<file path="src/rtl/gfpm_pkg.sv">
// Shared types and constants for the GF(2^m) polynomial-basis multiplier.
`timescale 1ns / 1ps
`default_nettype none

package gfpm_pkg;

    localparam int OPERAND_W       = 16;
    localparam int PRODUCT_W       = 16;
    localparam int POLY_W          = 17;
    localparam int DEGREE_W        = 5;
    localparam int CFG_DATA_W      = 17;
    localparam int STEPS_PER_STAGE = 8;

    typedef logic [OPERAND_W-1:0]  operand_t;
    typedef logic [PRODUCT_W-1:0]  product_t;
    typedef logic [POLY_W-1:0]     poly_t;
    typedef logic [DEGREE_W-1:0]   degree_t;
    typedef logic [CFG_DATA_W-1:0] cfg_data_t;

    typedef enum logic [0:0]
    {
        REG_FIELD_POLYNOMIAL = 1'b0,
        REG_FIELD_DEGREE     = 1'b1
    } cfg_reg_t;

    localparam poly_t   POLY_RESET   = 17'd13;
    localparam degree_t DEGREE_RESET = 5'd3;

endpackage

`default_nettype wire

</file>
<file path="src/rtl/gfpm_if.sv">
// Valid/ready channel interfaces for operand pairs and products.
`timescale 1ns / 1ps
`default_nettype none

interface gfpm_opnd_if;
    import gfpm_pkg::*;

    logic     valid;
    logic     ready;
    operand_t operand_a;
    operand_t operand_b;

    modport source (output valid, output operand_a, output operand_b, input ready);
    modport sink   (input valid, input operand_a, input operand_b, output ready);
endinterface

interface gfpm_prod_if;
    import gfpm_pkg::*;

    logic     valid;
    logic     ready;
    product_t product;

    modport source (output valid, output product, input ready);
    modport sink   (input valid, input product, output ready);
endinterface

`default_nettype wire

</file>
<file path="src/rtl/gfpm_field_cfg.sv">
// Field configuration registers and the masks and aligned polynomial derived from them.
`timescale 1ns / 1ps
`default_nettype none

module gfpm_field_cfg #(
    parameter int MAX_DEGREE = 16,
    parameter int OPW        = 16,
    parameter int PW         = 31
) (
    input  logic                clk,
    input  logic                rst_n,
    input  logic                wr_en,
    input  gfpm_pkg::cfg_reg_t  wr_index,
    input  gfpm_pkg::cfg_data_t wr_data,
    output logic [OPW-1:0]      opmask,
    output logic [MAX_DEGREE:0] palign,
    output logic [PW-1:0]       emask,
    output logic [PW-1:0]       rmask
);
    import gfpm_pkg::*;

    localparam int D  = MAX_DEGREE;
    localparam int MW = $clog2(D + 1);
    localparam int CW = (MW > DEGREE_W) ? MW : DEGREE_W;

    poly_t         poly_reg;
    degree_t       degree_reg;
    logic [MW-1:0] m_cur;
    logic [D:0]    palign_reg;
    logic [D:0]    palign_next;
    logic [PW-1:0] rmask_reg;
    logic [PW-1:0] rmask_next;

    function automatic logic [MW-1:0] eff_degree(degree_t deg);
        logic [CW-1:0] dx;
        begin
            dx = CW'(deg);
            priority if (dx < CW'(2))
            begin
                return MW'(2);
            end
            else if (dx > CW'(D))
            begin
                return MW'(D);
            end
            else
            begin
                return MW'(dx);
            end
        end
    endfunction

    // poly restricted to x^0..x^m, shifted so x^m lands on bit D
    function automatic logic [D:0] align_poly(poly_t poly, logic [MW-1:0] m);
        logic [D:0] r;
        begin
            r = '0;
            for (int k = 0; k <= D; k++)
            begin
                for (int s = 0; s < POLY_W; s++)
                begin
                    if ((s == k + int'(m) - D) && (s <= int'(m)))
                    begin
                        r[k] = poly[s];
                    end
                end
            end
            return r;
        end
    endfunction

    function automatic logic [PW-1:0] low_mask(logic [MW-1:0] m);
        logic [PW-1:0] r;
        begin
            for (int j = 0; j < PW; j++)
            begin
                r[j] = (j < int'(m));
            end
            return r;
        end
    endfunction

    always_comb
    begin
        m_cur       = eff_degree(degree_reg);
        palign_next = align_poly(poly_reg, m_cur);
        rmask_next  = low_mask(m_cur);
        for (int j = 0; j < OPW; j++)
        begin
            opmask[j] = (j < int'(m_cur));
        end
    end

    always_ff @(posedge clk or negedge rst_n)
    begin
        if (!rst_n)
        begin
            poly_reg   <= POLY_RESET;
            degree_reg <= DEGREE_RESET;
            palign_reg <= align_poly(POLY_RESET, eff_degree(DEGREE_RESET));
            rmask_reg  <= low_mask(eff_degree(DEGREE_RESET));
        end
        else
        begin
            palign_reg <= palign_next;
            rmask_reg  <= rmask_next;
            if (wr_en)
            begin
                unique case (wr_index)
                    REG_FIELD_POLYNOMIAL: poly_reg   <= wr_data[POLY_W-1:0];
                    REG_FIELD_DEGREE:     degree_reg <= wr_data[DEGREE_W-1:0];
                endcase
            end
        end
    end

    assign palign = palign_reg;
    assign rmask  = rmask_reg;
    assign emask  = ~rmask_reg;

endmodule

`default_nettype wire

</file>
<file path="src/rtl/gfpm_reduce_stage.sv">
// One slice of the long-division reduction: a run of consecutive top-down steps.
`timescale 1ns / 1ps
`default_nettype none

module gfpm_reduce_stage #(
    parameter int MAX_DEGREE = 16,
    parameter int PW         = 31,
    parameter int HI_STEP    = 30,
    parameter int NSTEPS     = 8
) (
    input  logic [PW-1:0]       c_in,
    input  logic [MAX_DEGREE:0] palign,
    input  logic [PW-1:0]       emask,
    output logic [PW-1:0]       c_out
);
    import gfpm_pkg::*;

    logic [PW-1:0] c;
    logic [PW-1:0] term;
    int            i;
    int            k;

    always_comb
    begin
        c = c_in;
        for (int s = 0; s < NSTEPS; s++)
        begin
            i    = HI_STEP - s;
            term = '0;
            for (int j = 0; j < PW; j++)
            begin
                k = j + MAX_DEGREE - i;
                if (k >= 0 && k <= MAX_DEGREE)
                begin
                    term[j] = palign[k];
                end
            end
            if (emask[i] && c[i])
            begin
                c = c ^ term;
            end
        end
        c_out = c;
    end

endmodule

`default_nettype wire

</file>
<file path="src/rtl/gf2m_poly_multiplier_unit.sv">
// Top level: pipelined GF(2^m) polynomial-basis multiplier with configurable field.
//
//  channel   | dir | handshake    | payload
//  ----------+-----+--------------+---------------------------------
//  operands  | in  | valid/ready  | operand_a[15:0], operand_b[15:0]
//  result    | out | valid/ready  | product[15:0]
//  config    | in  | wr_en        | wr_index, wr_data[16:0]
//
// The pipeline has PIPE_STAGES stages: one carry-less multiply stage plus
// ceil((2*min(MAX_DEGREE,16)-3)/8) reduction stages of at most eight steps each.
// One transfer per cycle in and out unless result stalls; step chain sets stage depth.
// Reset clears all stage valid bits and loads the reset field (x^3+x^2+1, m = 3).
// Stages advance independently: bubbles close up, and operands.ready drops only
// when every stage is full and the result is held.
// A config write applies to transfers accepted from the next cycle on.
`timescale 1ns / 1ps
`default_nettype none

module gf2m_poly_multiplier_unit #(
    parameter int MAX_DEGREE = 16
) (
    input  logic                clk,
    input  logic                rst_n,
    gfpm_opnd_if.sink           operands,
    gfpm_prod_if.source         result,
    input  logic                wr_en,
    input  gfpm_pkg::cfg_reg_t  wr_index,
    input  gfpm_pkg::cfg_data_t wr_data
);
    import gfpm_pkg::*;

    localparam int OPW         = (MAX_DEGREE < OPERAND_W) ? MAX_DEGREE : OPERAND_W;
    localparam int PW          = 2 * OPW - 1;
    localparam int NSTEP       = PW - 2;
    localparam int NRS         = (NSTEP + STEPS_PER_STAGE - 1) / STEPS_PER_STAGE;
    localparam int PIPE_STAGES = NRS + 1;

    logic [OPW-1:0]        opmask;
    logic [MAX_DEGREE:0]   palign;
    logic [PW-1:0]         emask;
    logic [PW-1:0]         rmask;
    logic [OPW-1:0]        a_m;
    logic [OPW-1:0]        b_m;
    logic [PW-1:0]         mul_next;
    logic [PW-1:0]         data_next [PIPE_STAGES];
    logic [PW-1:0]         data_reg  [PIPE_STAGES];
    logic [PIPE_STAGES-1:0] valid_reg;
    logic [PIPE_STAGES:0]  rdy;
    logic [PW+PRODUCT_W-1:0] prod_wide;

    gfpm_field_cfg #(
        .MAX_DEGREE (MAX_DEGREE),
        .OPW        (OPW),
        .PW         (PW)
    ) u_cfg (
        .clk      (clk),
        .rst_n    (rst_n),
        .wr_en    (wr_en),
        .wr_index (wr_index),
        .wr_data  (wr_data),
        .opmask   (opmask),
        .palign   (palign),
        .emask    (emask),
        .rmask    (rmask)
    );

    // carry-less multiply of masked operands
    always_comb
    begin
        a_m      = operands.operand_a[OPW-1:0] & opmask;
        b_m      = operands.operand_b[OPW-1:0] & opmask;
        mul_next = '0;
        for (int i = 0; i < OPW; i++)
        begin
            if (a_m[i])
            begin
                mul_next = mul_next ^ (PW'(b_m) << i);
            end
        end
    end

    assign data_next[0] = mul_next;

    for (genvar k = 1; k <= NRS; k++)
    begin : g_reduce
        localparam int HI = PW - 1 - (k - 1) * STEPS_PER_STAGE;
        localparam int N  = (HI - 1 < STEPS_PER_STAGE) ? HI - 1 : STEPS_PER_STAGE;

        logic [PW-1:0] red;

        gfpm_reduce_stage #(
            .MAX_DEGREE (MAX_DEGREE),
            .PW         (PW),
            .HI_STEP    (HI),
            .NSTEPS     (N)
        ) u_stage (
            .c_in   (data_reg[k-1]),
            .palign (palign),
            .emask  (emask),
            .c_out  (red)
        );

        assign data_next[k] = (k == NRS) ? (red & rmask) : red;
    end

    always_comb
    begin
        rdy[PIPE_STAGES] = result.ready;
        for (int k = PIPE_STAGES - 1; k >= 0; k--)
        begin
            rdy[k] = !valid_reg[k] || rdy[k+1];
        end
    end

    always_ff @(posedge clk or negedge rst_n)
    begin
        if (!rst_n)
        begin
            valid_reg <= '0;
        end
        else
        begin
            if (rdy[0])
            begin
                valid_reg[0] <= operands.valid;
            end
            for (int k = 1; k < PIPE_STAGES; k++)
            begin
                if (rdy[k])
                begin
                    valid_reg[k] <= valid_reg[k-1];
                end
            end
        end
    end

    always_ff @(posedge clk)
    begin
        for (int k = 0; k < PIPE_STAGES; k++)
        begin
            if (rdy[k])
            begin
                data_reg[k] <= data_next[k];
            end
        end
    end

    assign prod_wide      = {{PRODUCT_W{1'b0}}, data_reg[PIPE_STAGES-1]};
    assign operands.ready = rdy[0];
    assign result.valid   = valid_reg[PIPE_STAGES-1];
    assign result.product = prod_wide[PRODUCT_W-1:0];

endmodule

`default_nettype wire

</file>
<file path="src/flat_wrapper.sv">
// flat-port wrapper written by rule: the top's interface ports become plain ports
module gf2m_poly_multiplier_unit_flat import gfpm_pkg::*;
#(
    parameter int MAX_DEGREE = 16
)
  (clk, rst_n, wr_en, wr_index, wr_data, operands_valid, operands_operand_a, operands_operand_b, operands_ready, result_valid, result_product, result_ready);
  gfpm_opnd_if operands_i ();
  gfpm_prod_if result_i ();
  input  logic clk;
  input  logic rst_n;
  input  logic wr_en;
  input  gfpm_pkg::cfg_reg_t wr_index;
  input  gfpm_pkg::cfg_data_t wr_data;
  input wire logic [$bits(operands_i.valid)-1:0] operands_valid;
  input wire logic [$bits(operands_i.operand_a)-1:0] operands_operand_a;
  input wire logic [$bits(operands_i.operand_b)-1:0] operands_operand_b;
  output wire logic [$bits(operands_i.ready)-1:0] operands_ready;
  output wire logic [$bits(result_i.valid)-1:0] result_valid;
  output wire logic [$bits(result_i.product)-1:0] result_product;
  input wire logic [$bits(result_i.ready)-1:0] result_ready;
  assign operands_i.valid = operands_valid;
  assign operands_i.operand_a = operands_operand_a;
  assign operands_i.operand_b = operands_operand_b;
  assign operands_ready = operands_i.ready;
  assign result_valid = result_i.valid;
  assign result_product = result_i.product;
  assign result_i.ready = result_ready;
  gf2m_poly_multiplier_unit #(.MAX_DEGREE(MAX_DEGREE)) u_core (.clk(clk), .rst_n(rst_n), .operands(operands_i), .result(result_i), .wr_en(wr_en), .wr_index(wr_index), .wr_data(wr_data));
endmodule
</file>
<file path="config.mk">
export PLATFORM = sky130hd
export DESIGN_NAME = gf2m_poly_multiplier_unit_flat
export DESIGN_NICKNAME = d
export VERILOG_FILES = /design/src/rtl/gfpm_pkg.sv /design/src/rtl/gfpm_if.sv /design/src/rtl/gfpm_field_cfg.sv /design/src/rtl/gfpm_reduce_stage.sv /design/src/rtl/gf2m_poly_multiplier_unit.sv /design/src/flat_wrapper.sv
export SDC_FILE = /design/constraint.sdc
export NUM_CORES = 1
export LEC_CHECK = 0
export ABC_CLOCK_PERIOD_IN_PS = 5200
export BUFFER_PORTS_ARGS = -buffer_cell sky130_fd_sc_hd__buf_2
export CAP_MARGIN = 20
export CORE_UTILIZATION = 45
export DETAILED_ROUTE_END_ITERATION = 6
export PLACE_DENSITY_LB_ADDON = 0.05
export SLEW_MARGIN = 20
export SYNTH_ARGS = -nofsm -noshare
export SYNTH_HDL_FRONTEND = slang
export SYNTH_SLANG_ARGS = --single-unit
</file>
<file path="constraint.sdc">
create_clock -name clk -period 5.2 [get_ports clk]
set_clock_uncertainty 0.15 [all_clocks]
set_input_delay 1.04 -clock clk [delete_from_list [all_inputs] [get_ports clk]]
set_output_delay 1.04 -clock clk [all_outputs]
set_load 0.05 [all_outputs]
</file>
Word-level counts from Yosys, hierarchy flattened
Memories as Yosys holds them, arrays and structs flattened.
Index checks and enable logic that the tools add are counted.

word-level totals
  bits in registers = 75
  memory bits (writable) = 155
  input bits = 55
  output and inout bits = 18
  memories kept = 1

memory list
  name             depth  width  rd ports  clocked after Yosys merged registers in  write ports  line                             RTL
  u_core.data_reg  5      31     5         0                                        5            gf2m_poly_multiplier_unit.sv:46  logic [PW-1:0] data_reg [PIPE_STAGES];

cells by class
  add/sub/neg operators = 33
  $lt $le $gt $ge = 49
  equality and inequality tests = 272
  mux-type cells = 346
  bitwise gates (word level) = 49
  reductions and logical operators = 330

operators with widths
  kind                                                 number
  two-way mux 31 bit                                   44
  equality test 5 x 7 -> 1 bit, first input constant   120
  zero test 32 bit                                     17
  equality test 4 x 7 -> 1 bit, first input constant   60
  logical AND 1 bit                                    301
  two-way mux 1 bit                                    299
  equality test 5 x 32 -> 1 bit, first input constant  8
  equality test 3 x 7 -> 1 bit, first input constant   30
  equality test 4 x 32 -> 1 bit, first input constant  4
  equality test 2 x 7 -> 1 bit, first input constant   15
  equality test 6 x 7 -> 1 bit, first input constant   15
  subtractor 6 x 5 -> 7 bit, second input constant     15
  less-than comparator 5 bit, first input constant     15
  equality test 3 x 32 -> 1 bit, first input constant  2
  XOR 31 x 17 -> 31 bit                                2
  XOR 31 x 18 -> 31 bit                                2
  XOR 31 x 19 -> 31 bit                                2
  XOR 31 x 20 -> 31 bit                                2
  XOR 31 x 21 -> 31 bit                                2
  XOR 31 x 22 -> 31 bit                                2
  XOR 31 x 23 -> 31 bit                                2
  XOR 31 x 24 -> 31 bit                                2
  XOR 31 x 25 -> 31 bit                                2
  XOR 31 x 26 -> 31 bit                                2
  53 further kinds                                     114

Depth between registers and ports, before layout
Gate-level depths: netlist (run 1).

  depth in word-level cells = 36
  mapped depth = 19
  mapped depth without buffers = 16

Cells and area by module
Synthesis (run 1) repeated with hierarchy kept, for this count alone.

second synthesis, totals
  cell total of the unflattened synthesis = 2686
  area, all modules = 22049.9 µm²

by module, submodules not included
  module                                          times used  cells each  area each (µm²)  seq. area each (µm²)
  gf2m_poly_multiplier_unit                       1           755         8303.0           4329.2
  gfpm_field_cfg                                  1           685         5659.2           1765.4
  gfpm_reduce_stage (u_core.g_reduce[1].u_stage)  1           416         2633.8           0.0
  gfpm_reduce_stage (u_core.g_reduce[2].u_stage)  1           411         2613.8           0.0
  gfpm_reduce_stage (u_core.g_reduce[3].u_stage)  1           291         1905.6           0.0
  gfpm_reduce_stage (u_core.g_reduce[4].u_stage)  1           128         934.6            0.0

Worst setup path before layout (run 1)
OpenSTA, ideal clock, no wires.

  kind = register -> register
  start = reg u_core.u_cfg.palign_reg[15], in the netlist u_core.u_cfg.palign[15]
  end = mem u_core.data_reg[1][11], in the netlist u_core.data_reg[0][42] (data pin)
  setup time = 0.260 ns
  data arrival time = 3.895 ns
  required time = 4.790 ns
  slack = 0.895 ns
  stages on the path, launching flop included = 15
  path buffers = 2
  period minus slack after synthesis = 4.305 ns
  path through = dfstp_2 buf_2 nor2_1 o311a_1 or4_1 a22o_1 a211oi_1 xor2_1 o311a_1 o22a_1 or4_4 xnor2_2 buf_4 nor3b_1 xnor2_1

RTL lines
  item                    line                             RTL
  start, declared         gfpm_field_cfg.sv:29             logic [D:0] palign_reg;
  start signal, assigned  gfpm_field_cfg.sv:100            palign_reg <= align_poly(POLY_RESET, eff_degree(DEGREE_RESET));
  start signal, assigned  gfpm_field_cfg.sv:105            palign_reg <= palign_next;
  end, declared           gf2m_poly_multiplier_unit.sv:46

==> results.md, run 1 <==
- Outcome: finished with violations
- Violations in the final reports: design-rule violations
- Area grow syn2layout: 7.26%
- TritonRoute pass-1 iters: 7
- Chip Height: 201 um
- Syn Area/Cell: 7.81 um2
- RSZ-0062 raised after global routing: no
- Clock-pin slew on the worst setup and hold paths: 0.07 ns
- Min Tclk post-route: 4.77 ns
- CP arrival: 4.86 ns
- Largest net degree at the start of global routing: 50
- CP Capture Type: flip-flop
- Worst VDD drop: 0.312 mV
- H-tree depth: 4
- Worst Setup SP: u_core.u_cfg.palign[15]
- Sum Neg Setup Slack: 0 ns
- Clk sinks: 177
- Final worst-path setup slack: 0.425 ns
- Final Hold Viols: 0
- Post-route ant nets: 0
- Detailed Route WL: 57.9 mm
- Initial DRC Count: 1507
- Cell Chain, Critical Path: nor3b_1 > xnor2_1 > mux2i_1 > a21oi_1 > xnor2_1 > or3_1 > a2111oi_1 > nor4_1 > or4_4 > xnor2_2 > nor3_1 > xnor2_1
- FP Rows: 72
- Crit Reg-Reg Startpoint: u_core.u_cfg.palign[15]
- Max cap viols: 0
- Main synth FF type: edfxtp_1
- Ys Warns: 0
- Yosys top cell area share: 0.234
- Total leakage power: 6.56 nW
- Cts repair resizes: 0
- WP data required: 5.28 ns
- Core ar.: 38800 um2
- Die area: 40400 um2
- Vias: 15574
- Final period utilization: 0.918
- FMAX: 209 MHz
- Commonest non-fill, non-tap cell in the layout: nand2_1
- Worst Path Buf+Inv: 0
- Hold_buf cts: 0
- Drc violations: 3
- Number of port buffers: 72
- Worst setup SP type: flip-flop
- Die width: 201 um
- Root Buffer Master: clkbuf_16
- Crit-path max FO: 15
- Most Frequent Cell on Critical Path: xnor2_1
- Count of cell types in the netlist: 87
- Area contributors post-synth: xnor2_1, edfxtp_1, nand2_1
- Post-CTS Setup Inserts: 0
- Setup WS pre-CTS: 0.458 ns
- Mapped Area: 17800 um2
- Seq/Total Area, Yosys: 0.278
- Max-slew headroom: 0.266
- Num CTS Buffers: 17
- Post-synthesis register bit count: 177
- CTS tree: yes
- Syn nets: 2349
- Reg power frac: 0.239
- Synth area leader: xnor2_1
- Initial Util: 0.458
- Avg WL per Cell: 20.8 um
- Commonest non-fill, non-tap cells in the layout: nand2_1, xnor2_1, edfxtp_1, xor2_1
- Tot GR Track Use: 0.289
- Worst-margin pin slew: 1.09 ns
- Max FFs per register: 102
- CP Class: reg2reg
- Filler cell count: 3827
- Pins Over Slew Limit: 0
- Fin nets: 2321
- Clock tree buffer depth: 2
- Global-route wire length before repair: 89.8 mm
- Part of the power in combinational logic: 0.654
- Sw frac: 0.471
- Clock power share: 0.106
- HPWL after detailed placement: 42.4 mm
- Post-synth EDFFs: 102
- Share of layout cells above drive strength 1: 0.0977
- Final setup viols: 0
- Internal Power: 6.25 mW
- Mapped Cells: 2278
- Initial antenna violation count: 3
- Vias per inst: 5.60
- Vias in the first global route: 14645
- Skew-Pair Late Insertion Delay: 0.50 ns
- Worst stage delay on the critical path: 0.70 ns
- Cell family with most CP delay: simple AND/OR/NAND/NOR gates
- Asr flop ratio synth: 0.424
- CP max-delay cell: dfstp_2
- Hold wc startpoint: u_core.data_reg[0][5]
- Sw Pwr: 5.58 mW
- PwrDens: 619 nW/um2
- Grt ovf: 0
- I/O pins: 73
- Hold Crit Class: reg2reg
- Placer Congestion: 0.962
## cell usage after synthesis (all sizes together), types with 43 or more instances
master,number
a21oi,87
buf,43
clkbuf,140
dfrtp,64
edfxtp,102
inv,47
nand2,558
nor2,86
nor3,67
o21ai,67
xnor2,476
xor2,93
## worst reg2reg max path, delay by kind of cell, from the launching register on
| family | cells | cell delay (ns) |
|---|---|---|
| flip-flops | 1 | 0.70 |
| AND/OR/NAND/NOR | 5 | 1.39 |
| AO/OA/AOI/OAI | 2 | 0.66 |
| XOR/XNOR | 4 | 1.13 |
| multiplexers | 1 | 0.49 |
## power groups by stage
stage / logic [mW] / registers (mW) / clock network (mW)
floorplan: 6.39 / 2.50 / 0
global placement: 7.67 / 2.85 / 0
detailed placement: 7.72 / 2.85 / 0
CTS: 7.74 / 2.83 / 1.30
global route: 8.44 / 2.88 / 1.35
finish: 7.74 / 2.83 / 1.26
## path summary, 6_finish.rpt
| kind | end | slack (ns) | depth (start not counted) |
|---|---|---|---|
| max in group asynchronous | u_core.u_cfg.rmask[16] | 3.59 | 2 |
| min in group asynchronous | u_core.u_cfg.poly_reg[7] | 0.30 | 1 |
| min | u_core.data_reg[0][36] | 0.27 | 0 |
| min reg2reg | u_core.data_reg[0][36] | 0.27 | 0 |
| max | u_core.data_reg[0][46] | 0.43 | 12 |
| max reg2reg | u_core.data_reg[0][46] | 0.43 | 12 |
## cell type report
type | count | area (um2) | area share
well taps | 518 | 648 | 0.0339
diodes | 1 | 2.50 | 0.000131
inverters | 49 | 184 | 0.00963
repair buffers | 136 | 843 | 0.0442
clock inverters | 13 | 116 | 0.00610
flip-flops and latches | 177 | 4950 | 0.259
multi-input cells | 1869 | 11900 | 0.623
clock buffers | 19 | 443 | 0.0232
## cells by family (layout without fill, tap and decap cells)
group | after synthesis | count (layout) | share of synthesized area
other cells | 1 | 2 | 0.000211
buf+inv | 232 | 217 | 0.0532
fa+ha+maj | 16 | 16 | 0.0112
simple gates | 934 | 934 | 0.237
compound gates | 312 | 312 | 0.116
flops | 177 | 177 | 0.278
mux | 36 | 36 | 0.0224
xor+xnor | 570 | 570 | 0.282
## metrics by stage
stage	cells	total power, mW	utilization	hold WS [ns]	area, um2
finish	2782	11.8	0.492	0.268	19100
global route	2781	12.7	0.492	0.281	19100
CTS	2781	11.9	0.492	0.274	19100
detailed placement	2749	10.6	0.477	0.258	18500
global placement	2749	10.5	0.477	0.253	18500
floorplan	2278	8.89	-	0.250	17800
## routing by layer
| layer | vias to the layer above | track usage | wire length [um] |
|---|---|---|---|
| li1 | 7483 | - | - |
| met4 | 2 | 0.0995 | 1370 |
| met5 | - | 0 | 9 |
| met1 | 7383 | 0.406 | 26300 |
| met3 | 90 | 0.0446 | 4030 |
| met2 | 616 | 0.451 | 26200 |
(Power assumes the default switching activity.)
==> inputs of run 2 (changes only) <==
- RECOVER_POWER: default -> 50
==> results.md, run 2 (synthesis results as in run 1) <==
- Final setup viols: 0 (unchanged)
- Initial Util: 0.458 (unchanged)
- Post-route ant nets: 0 (unchanged)
- Max-slew headroom: -0.188 (was 0.266)
- CP max-delay cell: dfstp_2 (unchanged)
- Part of the power in combinational logic: 0.654 (about the same)
- Placed inst area: 18500 um2 (unchanged)
- Die area: 40400 um2 (unchanged)
- Placer Congestion: 0.962 (unchanged)
- Detailed Route WL: 57.9 mm (about the same)
- Commonest non-fill, non-tap cell in the layout: nand2_1 (unchanged)
- Placed insts: 2749 (unchanged)
- Skew-Pair Late Insertion Delay: 0.50 ns (about the same)
- Core ar.: 38800 um2 (unchanged)
- TritonRoute pass-1 iters: 6 (was 7)
- Sw Pwr: 5.58 mW (about the same)
- Total power: 11.8 mW (about the same)
- Share of layout cells above drive strength 1: 0.0932 (was 0.0977)
- Fin nets: 2321 (unchanged)
- Clk sinks: 177 (unchanged)
- Vias in the first global route: 14645 (unchanged)
- I/O pins: 73 (unchanged)
- Global-route wire length before repair: 89.8 mm (unchanged)
- CP Class: reg2reg (unchanged)
- Avg WL per Cell: 20.8 um (about the same)
- Clock power share: 0.107 (was 0.106)
- Filler cell count: 3832 (was 3827)
- Reg power frac: 0.239 (about the same)
- Fin util: 0.491 (was 0.492)
- H-tree depth: 4 (unchanged)
- Sum Neg Setup Slack: 0 ns (unchanged)
- Die width: 201 um (unchanged)
- Worst Path Buf+Inv: 0 (unchanged)
- Max FFs per register: 102 (unchanged)
- Initial antenna violation count: 3 (unchanged)
- Sw frac: 0.472 (was 0.471)
- Root Buffer Master: clkbuf_16 (unchanged)
- Most Frequent Cell on Critical Path: xnor2_1 (unchanged)
- Final Hold Viols: 0 (unchanged)
- Area grow syn2layout: 7.11% (was 7.26%)
- Number of port buffers: 72 (unchanged)
- Vias: 15689 (was 15574)
- Clock-pin slew on the worst setup and hold paths: 0.07 ns (about the same)
- Drc violations: 0 (was 3)
- Pins Over Slew Limit: 21 (was 0)
- Chip Height: 201 um (unchanged)
- Total leakage power: 6.53 nW (was 6.56 nW)
- Post-CTS Setup Inserts: 0 (unchanged)
- Worst setup SP type: flip-flop (unchanged)
- Num CTS Buffers: 17 (unchanged)
- Cts repair resizes: 0 (unchanged)
- Internal Power: 6.24 mW (was 6.25 mW)
- Worst VDD drop: 0.315 mV (was 0.312 mV)
- Post-route cell area: 19100 um2 (about the same)
- Hold_buf cts: 0 (unchanged)
- Worst-margin pin slew: 1.78 ns (was 1.09 ns)
- CP arrival: 4.86 ns (about the same)
- Crit-path max FO: 15 (unchanged)
- Outcome: finished with violations (unchanged)
- Tot GR Track Use: 0.289 (unchanged)
- CTS tree: yes (unchanged)
- WP data required: 5.29 ns (was 5.28 ns)
- Commonest non-fill, non-tap cells in the layout: nand2_1, xnor2_1, edfxtp_1, xor2_1 (unchanged)
- HPWL after detailed placement: 42.4 mm (unchanged)
- Cell family with most CP delay: simple AND/OR/NAND/NOR gates (unchanged)
- Hold Crit Class: reg2reg (unchanged)
- Min Tclk post-route: 4.77 ns (about the same)
- RSZ-0062 raised after global routing: no (unchanged)
- Cell Count, Final, Fillers Out: 2782 (unchanged)
- Worst stage delay on the critical path: 0.70 ns (about the same)
- Final period utilization: 0.917 (was 0.918)
- Vias per inst: 5.64 (was 5.60)
- Max cap viols: 2 (was 0)
- PwrDens: 620 nW/um2 (was 619 nW/um2)
- FMAX: 210 MHz (was 209 MHz)
- FP Rows: 72 (unchanged)
- Largest net degree at the start of global routing: 50 (unchanged)
- Clock tree buffer depth: 2 (unchanged)
- CP Capture Type: flip-flop (unchanged)
- Initial DRC Count: 1505 (was 1507)
- Cell Chain, Critical Path: nor3b_1 > xnor2_1 > mux2i_1 > a21oi_1 > xnor2_1 > or3_1 > a2111oi_1 > nor4_1 > or4_4 > xnor2_2 > nor3_1 > xnor2_1 (unchanged)
- Violations in the final reports: max-capacitance violations, max-slew violations (was design-rule violations)
- Grt ovf: 0 (unchanged)
==> run 2: changes by cell type in the layout (fill, tap and decap cells not counted), sizes merged <==
cell,change
buf,-8
clkbuf,+8
==> run 2: cell type report <==
class	count	area, um2	area share
diodes	1	2.50	0.000131
well taps	518	648	0.0340
flip-flops and latches	177	4950	0.260
inverters	49	184	0.00965
clock inverters	13	116	0.00610
multi-input cells	1869	11900	0.624
clock buffers	19	443	0.0232
repair buffers	136	820	0.0430
==> run 2: metrics by stage <==
step           hold slack, ns  worst slack, ns
3_5_place_dp            0.258            0.458
4_1_cts                 0.274            0.448
3_3_place_gp            0.253            0.492
5_1_grt                 0.281           0.0925
2_1_floorplan           0.250            0.895
6_report                0.268            0.430
==> run 2: final timing paths <==
kind | from | endpoint | slack (ns) | cells past startpoint
min | u_core.data_reg[0][5] | u_core.data_reg[0][36] | 0.27 | 0
min reg2reg | u_core.data_reg[0][5] | u_core.data_reg[0][36] | 0.27 | 0
max reg2reg | u_core.u_cfg.palign[15] | u_core.data_reg[0][46] | 0.43 | 12
max | u_core.u_cfg.palign[15] | u_core.data_reg[0][46] | 0.43 | 12
max in group asynchronous | rst_n | u_core.u_cfg.rmask[16] | 2.14 | 2
min in group asynchronous | rst_n | u_core.u_cfg.poly_reg[7] | 0.74 | 1
==> run 2: metal layers <==
metal | track usage | wire [um] | vias to the layer above
met5 | 0 | 9 | -
met4 | 0.0995 | 1350 | 2
met3 | 0.0446 | 3950 | 98
met2 | 0.451 | 26100 | 638
met1 | 0.406 | 26500 | 7460
li1 | - | - | 7491
==> run 2: power groups by stage <==
stage / sequential (mW) / clock (mW) / combinational [mW]
CTS: 2.83 / 1.30 / 7.74
global placement: 2.85 / 0 / 7.67
detailed placement: 2.85 / 0 / 7.72
global route: 2.88 / 1.35 / 8.43
finish: 2.83 / 1.26 / 7.74
floorplan: 2.50 / 0 / 6.39
